File: config.mk
export PLATFORM = sky130hd
export DESIGN_NAME = arot_regs
export DESIGN_NICKNAME = d
export VERILOG_FILES = /design/src/hw/rtl/arot_pkg.sv /design/src/hw/rtl/arot_regs.sv
export SDC_FILE = /design/constraint.sdc
export NUM_CORES = 1
export LEC_CHECK = 0
export BUFFER_PORTS_ARGS = -buffer_cell sky130_fd_sc_hd__buf_2
export CAP_MARGIN = 20
export CORE_ASPECT_RATIO = 1.2
export CORE_UTILIZATION = 35
export DETAILED_ROUTE_END_ITERATION = 7
export PLACE_DENSITY = 0.83
export SETUP_SLACK_MARGIN = 0.5
export SYNTH_ARGS = -nofsm -noshare
export SYNTH_HDL_FRONTEND = slang
export SYNTH_SLANG_ARGS = --single-unit
export TNS_END_PERCENT = 30
File: constraint.sdc
create_clock -name clk -period 1.17 [get_ports clk]
set_clock_uncertainty 0.15 [all_clocks]
set_input_delay 0.0585 -clock clk [delete_from_list [all_inputs] [get_ports clk]]
set_output_delay 0.0585 -clock clk [all_outputs]
set_load 0.02 [all_outputs]
File: src/hw/rtl/arot_pkg.sv
// Shared types, constants and the arctangent table for the axis rotation block.
// No dependencies; every other file takes its names from here by scope.
package arot_pkg;

	// Vertex and angle widths
	localparam int COORD_WIDTH = 32;
	localparam int ANGLE_WIDTH = 16;

	// CORDIC: 30 steps on a 32-bit binary angle (2^31 = pi), Q1.30 vector
	localparam int CORDIC_STEPS = 30;
	localparam int STEP_W       = 5;
	localparam int BAM_W        = 32;
	localparam int Z_W          = BAM_W + 1;
	localparam int CS_W         = 33;
	localparam int FRAC_BITS    = 30;
	localparam int ANG_SHIFT    = BAM_W - ANGLE_WIDTH;

	localparam logic signed [CS_W-1:0] INV_GAIN       = CS_W'(64'sd652032874);
	localparam logic signed [Z_W-1:0]  ANG_HALF_PI    = Z_W'(64'sh4000_0000);
	localparam logic signed [Z_W-1:0]  ANG_NEG_HALF_PI = -ANG_HALF_PI;
	localparam logic signed [Z_W-1:0]  ANG_PI         = Z_W'(64'sh8000_0000);

	// Axis codes
	localparam logic [1:0] AXIS_ROLL  = 2'd0;
	localparam logic [1:0] AXIS_PITCH = 2'd1;
	localparam logic [1:0] AXIS_YAW   = 2'd2;

	// Configuration port
	localparam int APB_ADDR_W = 3;
	localparam int APB_DATA_W = 32;
	localparam int REG_IDX_W  = APB_ADDR_W - 2;
	localparam logic [REG_IDX_W-1:0] REG_AXIS  = 1'b0;
	localparam logic [REG_IDX_W-1:0] REG_ANGLE = 1'b1;

	typedef struct packed {
		logic signed [COORD_WIDTH-1:0] x_in;
		logic signed [COORD_WIDTH-1:0] y_in;
		logic signed [COORD_WIDTH-1:0] z_in;
		logic                          last_in;
	} in_item_t;

	typedef struct packed {
		logic signed [COORD_WIDTH-1:0] x_out;
		logic signed [COORD_WIDTH-1:0] y_out;
		logic signed [COORD_WIDTH-1:0] z_out;
		logic                          last_out;
		logic                          saturated;
	} out_item_t;

	typedef struct packed {
		logic [1:0]                    axis;
		logic signed [ANGLE_WIDTH-1:0] angle;
	} cfg_t;

	// Data handed from cell to cell: fold flag, rotating vector, residual angle, vertex
	typedef struct packed {
		logic                   flip;
		logic signed [CS_W-1:0] x;
		logic signed [CS_W-1:0] y;
		logic signed [Z_W-1:0]  z;
		in_item_t               item;
	} cordic_t;

	// atan(2^-i) in units of 2^32 per turn
	function automatic logic signed [Z_W-1:0] atan_step(input logic [STEP_W-1:0] i);
		logic [31:0] v;
		case (i)
			5'd0:  v = 32'h20000000;
			5'd1:  v = 32'h12E4051E;
			5'd2:  v = 32'h09FB385B;
			5'd3:  v = 32'h051111D4;
			5'd4:  v = 32'h028B0D43;
			5'd5:  v = 32'h0145D7E1;
			5'd6:  v = 32'h00A2F61E;
			5'd7:  v = 32'h00517C55;
			5'd8:  v = 32'h0028BE53;
			5'd9:  v = 32'h00145F2F;
			5'd10: v = 32'h000A2F98;
			5'd11: v = 32'h000517CC;
			5'd12: v = 32'h00028BE6;
			5'd13: v = 32'h000145F3;
			5'd14: v = 32'h0000A2F9;
			5'd15: v = 32'h0000517C;
			5'd16: v = 32'h000028BE;
			5'd17: v = 32'h0000145F;
			5'd18: v = 32'h00000A2F;
			5'd19: v = 32'h00000517;
			5'd20: v = 32'h0000028B;
			5'd21: v = 32'h00000145;
			5'd22: v = 32'h000000A2;
			5'd23: v = 32'h00000051;
			5'd24: v = 32'h00000028;
			5'd25: v = 32'h00000014;
			5'd26: v = 32'h0000000A;
			5'd27: v = 32'h00000005;
			5'd28: v = 32'h00000002;
			5'd29: v = 32'h00000001;
			default: v = 32'h00000000;
		endcase
		return Z_W'(v);
	endfunction

endpackage

File: src/hw/rtl/arot_regs.sv
// Configuration registers (axis select, angle) behind an APB-style port.
// Depends on arot_pkg.
module arot_regs (
	input  logic                            clk,
	input  logic                            arst_n,
	input  logic                            psel,
	input  logic                            penable,
	input  logic                            pwrite,
	input  logic [arot_pkg::APB_ADDR_W-1:0] paddr,
	input  logic [arot_pkg::APB_DATA_W-1:0] pwdata,
	output logic [arot_pkg::APB_DATA_W-1:0] prdata,
	output logic                            pready,
	output arot_pkg::cfg_t                  cfg
);

	logic [arot_pkg::REG_IDX_W-1:0] idx;
	logic                           wr;
	arot_pkg::cfg_t                 cfg_q;

	assign idx    = paddr[arot_pkg::APB_ADDR_W-1:2];
	assign wr     = psel && penable && pwrite;
	assign pready = 1'b1;
	assign cfg    = cfg_q;

	// Write on the access cycle
	always_ff @(posedge clk or negedge arst_n) begin
		if (!arst_n) begin
			cfg_q <= '0;
		end else if (wr) begin
			unique case (idx)
				arot_pkg::REG_AXIS:  cfg_q.axis  <= pwdata[1:0];
				arot_pkg::REG_ANGLE: cfg_q.angle <= pwdata[arot_pkg::ANGLE_WIDTH-1:0];
				default: ;
			endcase
		end
	end

	// Read back, zero extended
	always_comb begin
		unique case (idx)
			arot_pkg::REG_AXIS:  prdata = arot_pkg::APB_DATA_W'(cfg_q.axis);
			arot_pkg::REG_ANGLE: prdata = arot_pkg::APB_DATA_W'(
				unsigned'(cfg_q.angle));
			default:             prdata = '0;
		endcase
	end

endmodule

# [Word level (Yosys, flattened, before mapping)]
# Index checks and enable logic that the tools add are counted.
[totals] in_bits=40 ff_bits=18 elab_cells=8
[classes] bitwise_logic=1 mux=1 reduce_logical=4
[op_table] op="$pmux 32 s2" n=1
[op_table] op="$reduce_and 2->1" n=2
[op_table] op="$logic_and 1x1->1" n=2
[op_table] op="$not 1->1" n=1

# [Depth between registers and ports, before layout]
# Gate-level depths: netlist (run 1).
[depth] depth_word=3 depth_mapped=4

# [Worst setup path before layout (run 1)]
# No wires, ideal clock.
[synth_timing] path_kind="input to register" start="input paddr[2] in the netlist's numbering" end="register cfg_q, in the netlist cfg[0]" path_slack_ns=0.145 setup_time_ns=0.125 t_required_ns=0.895 stages=4 t_arrival_ns=0.750 cell_sequence="buf_6 nand4_4 buf_6 mux2_4"
[synth_via] elab_chain_len=1
[synth_lines] element="start, declared" line_no="arot_regs.sv:9" text="input logic [arot_pkg::APB_ADDR_W-1:0] paddr,"
[synth_lines] element="$reduce_and 2->1 (no line)"
[synth_lines] element="end, declared" line_no="arot_regs.sv:18" text="arot_pkg::cfg_t cfg_q;"
# No other way between the ends.
# A chain may end at the register's enable or synchronous reset.

# [Worst setup path in the final report (run 1)]
[layout_timing] start="register cfg_q, in the netlist cfg[16]" end="output prdata[0] in the netlist's numbering"
[layout_via] elab_chain_len=1
[layout_lines] element="$pmux 32 s2" line_no="arot_regs.sv:40" text="unique case (idx)"
[layout_lines] element="end, declared" line_no="arot_regs.sv:11" text="output logic [arot_pkg::APB_DATA_W-1:0] prdata,"
# No other way between the ends. The select of a mux whose other input is x is not followed.

==> results of run 1 <==
[what timing repair did]
action / CTS / global route
pin swaps: 11 / 2
buffers inserted: 11 / 3
endpoints found under the setup margin: 52 / 52
gates resized for setup: 61 / 14
hold endpoints to repair: 36 / 36
[critical path: cells and delay by family (launching register included)]
kind	cells	cell delay, ps
DFF	1	410
muxes	1	290
buffers and inverters	1	130
[kinds of logic (layout without fill, tap and decap cells)]
kind of cell | count (synthesis) | in the layout | synth area share (%)
mux | 20 | 20 | 26.5
other cells | 2 | 17 | 0.757
flops | 18 | 18 | 45.4
simple gates | 16 | 16 | 11.9
buf+inv | 20 | 76 | 15.5
[power groups by stage]
stage	Clock (mW)	Sequential (mW)	Combinational [mW]
3_5_place_dp	0	0.867	0.884
5_1_grt	0.437	0.874	1.47
4_1_cts	0.403	0.844	1.28
6_report	0.387	0.854	1.39
2_1_floorplan	0	1.03	0.451
3_3_place_gp	0	0.852	0.863
[cell usage in the layout, fill, tap and decap left out]
master / Yosys / layout
and2_4: 0 / 14
buf_2: 0 / 29
mux2_2: 10 / 7
buf_4: 17 / 10
conb_1: 2 / 17
clkbuf_4: 0 / 3
buf_12: 0 / 1
nand4_4: 1 / 1
mux2_4: 10 / 13
clkbuf_8: 0 / 1
nand4b_1: 1 / 1
buf_6: 2 / 32
dfrtp_1: 18 / 18
[metrics by stage]
step / setup TNS [ps] / cells
2_1_floorplan: 0 / 91
3_3_place_gp: 0 / 162
3_5_place_dp: -23.3 / 162
4_1_cts: -463 / 177
5_1_grt: -1490 / 180
6_report: -335 / 180
[area by class of cell]
class | instances | area share (%)
repair buffers | 72 | 37.1
multi-input cells | 53 | 30.3
flip-flops and latches | 18 | 27.8
well taps | 33 | 2.55
clock buffers | 4 | 2.24
[final timing paths]
kind,start,slack (ps),endpoint,depth (start not counted)
max,cfg[16]$_DFFE_PN0P_,-160,prdata[0],2
max in group asynchronous,arst_n,1060,cfg[5]$_DFFE_PN0P_,1
min in group clk,pwdata[7],-160,cfg[7]$_DFFE_PN0P_,2
min reg2reg,cfg[10]$_DFFE_PN0P_,390,cfg[10]$_DFFE_PN0P_,1
min,arst_n,-470,cfg[0]$_DFFE_PN0P_,1
max reg2reg,cfg[4]$_DFFE_PN0P_,30,cfg[4]$_DFFE_PN0P_,3
[per-layer routing]
metal | up-vias | wire, um | track usage [%]
met3 | 2 | 135 | 3.56
met2 | 44 | 1460 | 33.1
met5 | - | 0 | 0
met4 | 0 | 13 | 5.95
li1 | 360 | - | -
met1 | 388 | 815 | 17.1
==> flow_summary.ini, run 1 <==
[run_status]
status = finished, violations left
violations = hold timing, setup timing

[yosys]
netlist_instances = 76
synth-warning-count = 0
synth_cell_types = 10
netlist_area_sq_um = 992
ys_async_sr_fraction_pct = 100
ys_top_cells_by_count = dfrtp_1, buf_4, and2_1, mux2_2, mux2_4
synth_area_leaders = dfrtp_1, mux2_4, buf_4
synth_top_area_cell = dfrtp_1
synth.top_cell.area_share_pct = 45.4
yosysMostFrequentCell = dfrtp_1
syn-mean-instance-area_sq_um = 13.1
synth_edf_count = 0
synth_ff_type = dfrtp_1
synth-seq-area-share_pct = 45.4
synth_seq_cells = 18

[die]
die_width_um = 50.6
die_h_um = 60.3
io_pins = 91
initial_core_util_pct = 38.1
core_area_sq_um = 2600
die-area_sq_um = 3050
row_count = 20

[route]
via_per_inst = 4.41
vias = 794
drcViolationCount = 0
dr.pass1.iters = 2
route.antenna.remaining_nets = 0
wl_per_cell_um = 13.5
drt_first_iter_violations = 3
drt_wl_total_mm = 2.42

[cells_and_area]
largest_reg_flops = 18
fin_area_sq_um = 1620
seq_area_sq_um = 450
final_core_util_pct = 62.2
drive_above_1_share_pct = 75.5
fin_nets = 188
fillCellCount = 205
syn_to_final_growth_pct = 63.2
diodes = 0
multi_input_area_sq_um = 490

[placed_design]
portBuffers = 55
dpl_cell_area_sq_um = 1250
gp_congestion = 0.745
dp_hpwl_mm = 1.60
place_ws_ps = -23.3

[grt]
grt_pass1_vias = 779
track_usage_pct = 16.7
grt_first_pass_wirelength_mm = 3.64
grt_max_degree = 19
antenna_found_initial = 0
grt-ovfl-total = 0

[cts]
clkLatencyLatePin_ps = 290
cts_sinks = 18
cts_tree = yes
numCtsBuffers = 3
htree_levels = 1
cts-root-buf = clkbuf_4
clk_pin_slew_worst_paths_ps = 110
clockBufferDepth = 2

[timing]
setup_violations = 7
drv_slew = 0
hold_slack_ps = -471
min_period_ps = 1330
max_freq_mhz = 753
rsz0062_at_grt = yes
finalCritPeriodShare_pct = 113
finalHoldViolations = 36
postLayoutSetupSlackWorst_ps = -157

[power_and_ir_drop]
sw_frac_of_total_pct = 34.5
pwr_density_cell_nw_per_um2 = 1630
internal_power_mw = 1.72
power_frac_clock_pct = 14.7
power_switching_mw = 0.908
p_leak_nw = 0.882
p_seq_share_pct = 32.5
power_mw = 2.63
combPwrFrac_pct = 52.8
irDropWorstVdd_v = 0.00111

[setup_path]
end_kind = output port
slowest_delay_ps = 410
crit_chain = mux2_4, buf_6
critPathMaxFanout = 2
critPathKind = reg -> out
crit_required_ps = 960
crit_arrival_ps = 1120
cp-start-kind = flip-flop
slowest_stage = dfrtp_1

[worst_hold_path]
min_path_type = in -> async

[run]
maxCapViolations = 0
Power figures use the tool's default switching activity.
==> run 2, diff against run 1 <==
--- a/config.mk
+++ b/config.mk
@@ -8,10 +8,11 @@
 export BUFFER_PORTS_ARGS = -buffer_cell sky130_fd_sc_hd__buf_2
 export CAP_MARGIN = 20
 export CORE_ASPECT_RATIO = 1.2
-export CORE_UTILIZATION = 35
+export CORE_UTILIZATION = 36
 export DETAILED_ROUTE_END_ITERATION = 7
-export PLACE_DENSITY = 0.83
+export PLACE_DENSITY = 0.85
 export SETUP_SLACK_MARGIN = 0.5
+export SLEW_MARGIN = 10
 export SYNTH_ARGS = -nofsm -noshare
 export SYNTH_HDL_FRONTEND = slang
 export SYNTH_SLANG_ARGS = --single-unit
==> flow_summary.ini, run 2 (same netlist as run 1, synthesis figures left out) <==
[setup_path]
slowest_delay_ps = 410
reg2reg_slack_ps = -10
endpoint = prdata[0]
crit_family = flip-flops
worst-r2r-cell-count = 3
slowest_stage = dfrtp_1
cp-start-kind = flip-flop
reg2reg_from = cfg[3]$_DFFE_PN0P_
crit_arrival_ps = 1110
cp.depth = 2
reg2reg_to = cfg[3]$_DFFE_PN0P_
critPathBufInv = 1
critPathMaxFanout = 2
crit_chain = mux2_4, buf_6
setup.worst_path.start = cfg[16]$_DFFE_PN0P_
critPathKind = reg -> out
end_kind = output port
crit_required_ps = 960

[cts]
clockBufferDepth = 2
clk_pin_slew_worst_paths_ps = 100
htree_levels = 1
cts-root-buf = clkbuf_4
numCtsBuffers = 3
cts_tree = yes
cts_sinks = 18
clkLatencyLatePin_ps = 280

[route]
via_per_inst = 4.35
drcViolationCount = 0
drt_wl_total_mm = 2.30
dr.pass1.iters = 2
vias = 788
drt_first_iter_violations = 10
route.antenna.remaining_nets = 0
wl_per_cell_um = 12.7

[grt]
grt-ovfl-total = 0
track_usage_pct = 15.7
antenna_found_initial = 0
grt_first_pass_wirelength_mm = 3.44
grt_max_degree = 19
grt_pass1_vias = 764

[timing]
postLayoutSetupSlackWorst_ps = -148
setup_violations = 6
finalCritPeriodShare_pct = 113
rsz0062_at_grt = yes
finalHoldViolations = 36
max_freq_mhz = 758
drv_slew = 0
fin_setup_tns_ps = -335
min_period_ps = 1320
hold_slack_ps = -465

[cells_and_area]
fin_nets = 189
syn_to_final_growth_pct = 61.4
diodes = 0
fin_cells = 181
drive_above_1_share_pct = 75.7
final_cell_mix = buf_2, buf_6, dfrtp_1, conb_1, and2_4
final_core_util_pct = 62.1
largest_reg_flops = 18

[run_status]
violations = hold timing, setup timing
status = finished, violations left

[placed_design]
portBuffers = 55
gp_congestion = 0.625
place_inst = 163
dp_hpwl_mm = 1.53

[die]
io_pins = 91
row_count = 20
initial_core_util_pct = 38.5
core_area_sq_um = 2580
die_width_um = 49.9
die-area_sq_um = 2970
die_h_um = 59.5

[worst_hold_path]
min_path_type = in -> async

[run]
maxCapViolations = 0

[power_and_ir_drop]
p_seq_share_pct = 33.2
sw_frac_of_total_pct = 34.4
internal_power_mw = 1.70
power_switching_mw = 0.892
power_frac_clock_pct = 14.5
irDropWorstVdd_v = 0.000958
p_leak_nw = 0.872
combPwrFrac_pct = 52.3
power_mw = 2.59
pwr_density_cell_nw_per_um2 = 1620
[run 2: cell count changes in the layout (fill, tap and decap cells not counted)]
cell    previous run  this run
mux2_4            13        12
buf_6             32        31
buf_12             1         0
buf_2             29        31
mux2_2             7         8
buf_4             10        11
[run 2: through the flow]
stage	area (sq um)	hold WS, ps	worst slack [ps]
5_1_grt	1600	-462	-184
3_3_place_gp	1240	-148	50.9
3_5_place_dp	1240	-141	-6.20
6_report	1600	-465	-148
4_1_cts	1530	-466	-147
2_1_floorplan	1060	-387	149
[run 2: final cells by class]
class                   instances  area, sq um
clock buffers                   4         36.3
fillers                       218          976
multi-input cells              53          487
flip-flops and latches         18          450
well taps                      33         41.3
repair buffers                 73          587
[run 2: repair_timing]
| item | 4_1_cts | 5_1_grt |
|---|---|---|
| setup buffers | 11 | 3 |
| endpoints found under the hold margin | 36 | 36 |
| resized for setup | 57 | 14 |
| pin swaps | 13 | 2 |
| endpoints found under the setup margin | 52 | 52 |
[run 2: worst min-delay path by stage]
stage | end | from | cells after the start | slack, ps
6_report | cfg[4]$_DFFE_PN0P_ | arst_n | 1 | -460
5_1_grt | cfg[4]$_DFFE_PN0P_ | arst_n | 1 | -460
3_5_place_dp | cfg[4]$_DFFE_PN0P_ | arst_n | 1 | -140
2_1_floorplan | cfg[0]$_DFFE_PN0P_ | arst_n | 0 | -390
3_3_place_gp | cfg[2]$_DFFE_PN0P_ | arst_n | 1 | -150
4_1_cts | cfg[4]$_DFFE_PN0P_ | arst_n | 1 | -470
[run 2: power groups by stage]
stage | registers (mW) | clock network (mW) | logic (mW)
after floorplan | 1.03 | 0 | 0.451
after global placement | 0.847 | 0 | 0.861
after detailed placement | 0.869 | 0 | 0.873
after CTS | 0.847 | 0.390 | 1.25
after global routing | 0.875 | 0.428 | 1.42
final | 0.860 | 0.377 | 1.36
[run 2: metal layers]
metal	track usage, %	share of wire (%)	wire, um
met2	29.3	57	1320
met1	16.6	36	836
met5	0	0	0
met3	3.33	4.8	111
met4	7.35	1.5	35
==> run 3, diff against run 2 <==
--- a/config.mk
+++ b/config.mk
@@ -8,6 +8,7 @@
 export BUFFER_PORTS_ARGS = -buffer_cell sky130_fd_sc_hd__buf_2
 export CAP_MARGIN = 20
 export CORE_ASPECT_RATIO = 1.2
+export CORE_MARGIN = 3
 export CORE_UTILIZATION = 36
 export DETAILED_ROUTE_END_ITERATION = 7
 export PLACE_DENSITY = 0.85
==> flow_summary.ini, run 3 (same netlist as run 1, synthesis figures left out) <==
[run_status]
status = finished, violations left
violations = hold timing, setup timing

[grt]
antenna_found_initial = 0
grt_max_degree = 19
grt_pass1_vias = 774
grt_first_pass_wirelength_mm = 3.56
track_usage_pct = 14.2
grt-ovfl-total = 0

[setup_path]
critPathMaxFanout = 2
end_kind = output port
crit_chain = mux2_4, buf_6
slowest_delay_ps = 400
cp-start-kind = flip-flop
critPathKind = reg -> out
crit_arrival_ps = 1100
slowest_stage = dfrtp_1
crit_required_ps = 960

[timing]
min_period_ps = 1310
rsz0062_at_grt = yes
finalCritPeriodShare_pct = 112
max_freq_mhz = 765
finalHoldViolations = 36
setup_violations = 7
postLayoutSetupSlackWorst_ps = -136
hold_slack_ps = -465
drv_slew = 0

[placed_design]
portBuffers = 55
gp_congestion = 0.669
dp_hpwl_mm = 1.69

[cells_and_area]
diodes = 0
fin_nets = 195
syn_to_final_growth_pct = 70.0
final_core_util_pct = 65.4
layout_commonest_cell = buf_6
largest_reg_flops = 18
drive_above_1_share_pct = 76.6
final_cell_mix = buf_6, buf_2, dfrtp_1, conb_1, and2_4

[die]
die_width_um = 53.9
die-area_sq_um = 3420
row_count = 20
core_area_sq_um = 2580
io_pins = 91
initial_core_util_pct = 38.5
die_h_um = 63.5

[power_and_ir_drop]
combPwrFrac_pct = 54.6
power_mw = 2.71
sw_frac_of_total_pct = 33.7
pwr_density_cell_nw_per_um2 = 1610
irDropWorstVdd_v = 0.000907
p_seq_share_pct = 31.6
internal_power_mw = 1.80
p_leak_nw = 0.920
power_switching_mw = 0.914
power_frac_clock_pct = 13.8

[cts]
cts_tree = yes
clk_pin_slew_worst_paths_ps = 100
clkLatencyLatePin_ps = 290
numCtsBuffers = 3
htree_levels = 1
cts_sinks = 18
clockBufferDepth = 2
cts-root-buf = clkbuf_4

[route]
drcViolationCount = 0
vias = 791
drt_wl_total_mm = 2.48
drt_first_iter_violations = 6
route.antenna.remaining_nets = 0
dr.pass1.iters = 4
via_per_inst = 4.23
wl_per_cell_um = 13.3

[run]
maxCapViolations = 0

[worst_hold_path]
min_path_type = in -> async
-- run 3: worst paths after layout --
kind | cells past startpoint | endpoint | slack (ps) | start
worst max-delay path | 2 | prdata[1] | -140 | cfg[17]$_DFFE_PN0P_
worst min-delay path | 1 | cfg[8]$_DFFE_PN0P_ | -460 | arst_n
worst max register to register | 3 | cfg[0]$_DFFE_PN0P_ | 20 | cfg[0]$_DFFE_PN0P_
worst min register to register | 1 | cfg[15]$_DFFE_PN0P_ | 390 | cfg[15]$_DFFE_PN0P_
max in group asynchronous | 1 | cfg[11]$_DFFE_PN0P_ | 1040 | arst_n
min in group clk | 2 | cfg[5]$_DFFE_PN0P_ | -150 | pwdata[5]
-- run 3: power by group through the flow --
| stage | registers (mW) | clock network (mW) | logic [mW] |
|---|---|---|---|
| final | 0.855 | 0.375 | 1.48 |
| after global placement | 0.852 | 0 | 0.872 |
| after detailed placement | 0.869 | 0 | 0.889 |
| after floorplan | 1.03 | 0 | 0.451 |
| after CTS | 0.848 | 0.390 | 1.32 |
| after global routing | 0.872 | 0.413 | 1.56 |
-- run 3: worst max-delay path: cells and delay by family (launching register included) --
kind                   cells  cell delay [ps]
multiplexers               1              280
buffers and inverters      1              130
flip-flops                 1              400
-- run 3: stage by stage --
step                setup slack, ps  cell area (sq um)  setup TNS, ps  cells  hold WS, ps
floorplan                       149               1060              0     91         -387
global placement               89.8               1250              0    163         -146
detailed placement             83.4               1250              0    163         -134
CTS                            -147               1580           -410    180         -460
global route                   -169               1690          -1290    187         -447
finish                         -136               1690           -554    187         -465
-- run 3: cell type report --
type                            instances  area, sq um
Fill cell                             221          891
Timing Repair Buffer                   79          668
Multi-Input combinational cell         53          490
Sequential cell                        18          450
Tap cell                               33         41.3
Clock buffer                            4         36.3
-- run 3: routing by layer --
metal  up-vias  routed length, um  track usage [%]
met1       382                863             15.7
met4         0                  0             3.83
met3         0                184             2.60
met5         -                  0                0
li1        371                  -                -
met2        38               1430             26.2
-- run 3: timing repair --
| action | CTS | global route |
|---|---|---|
| pin swaps | 13 | 1 |
| resized for setup | 63 | 16 |
| endpoints found under the hold margin | 36 | 36 |
| buffers inserted | 13 | 7 |
| setup endpoints to repair | 52 | 52 |
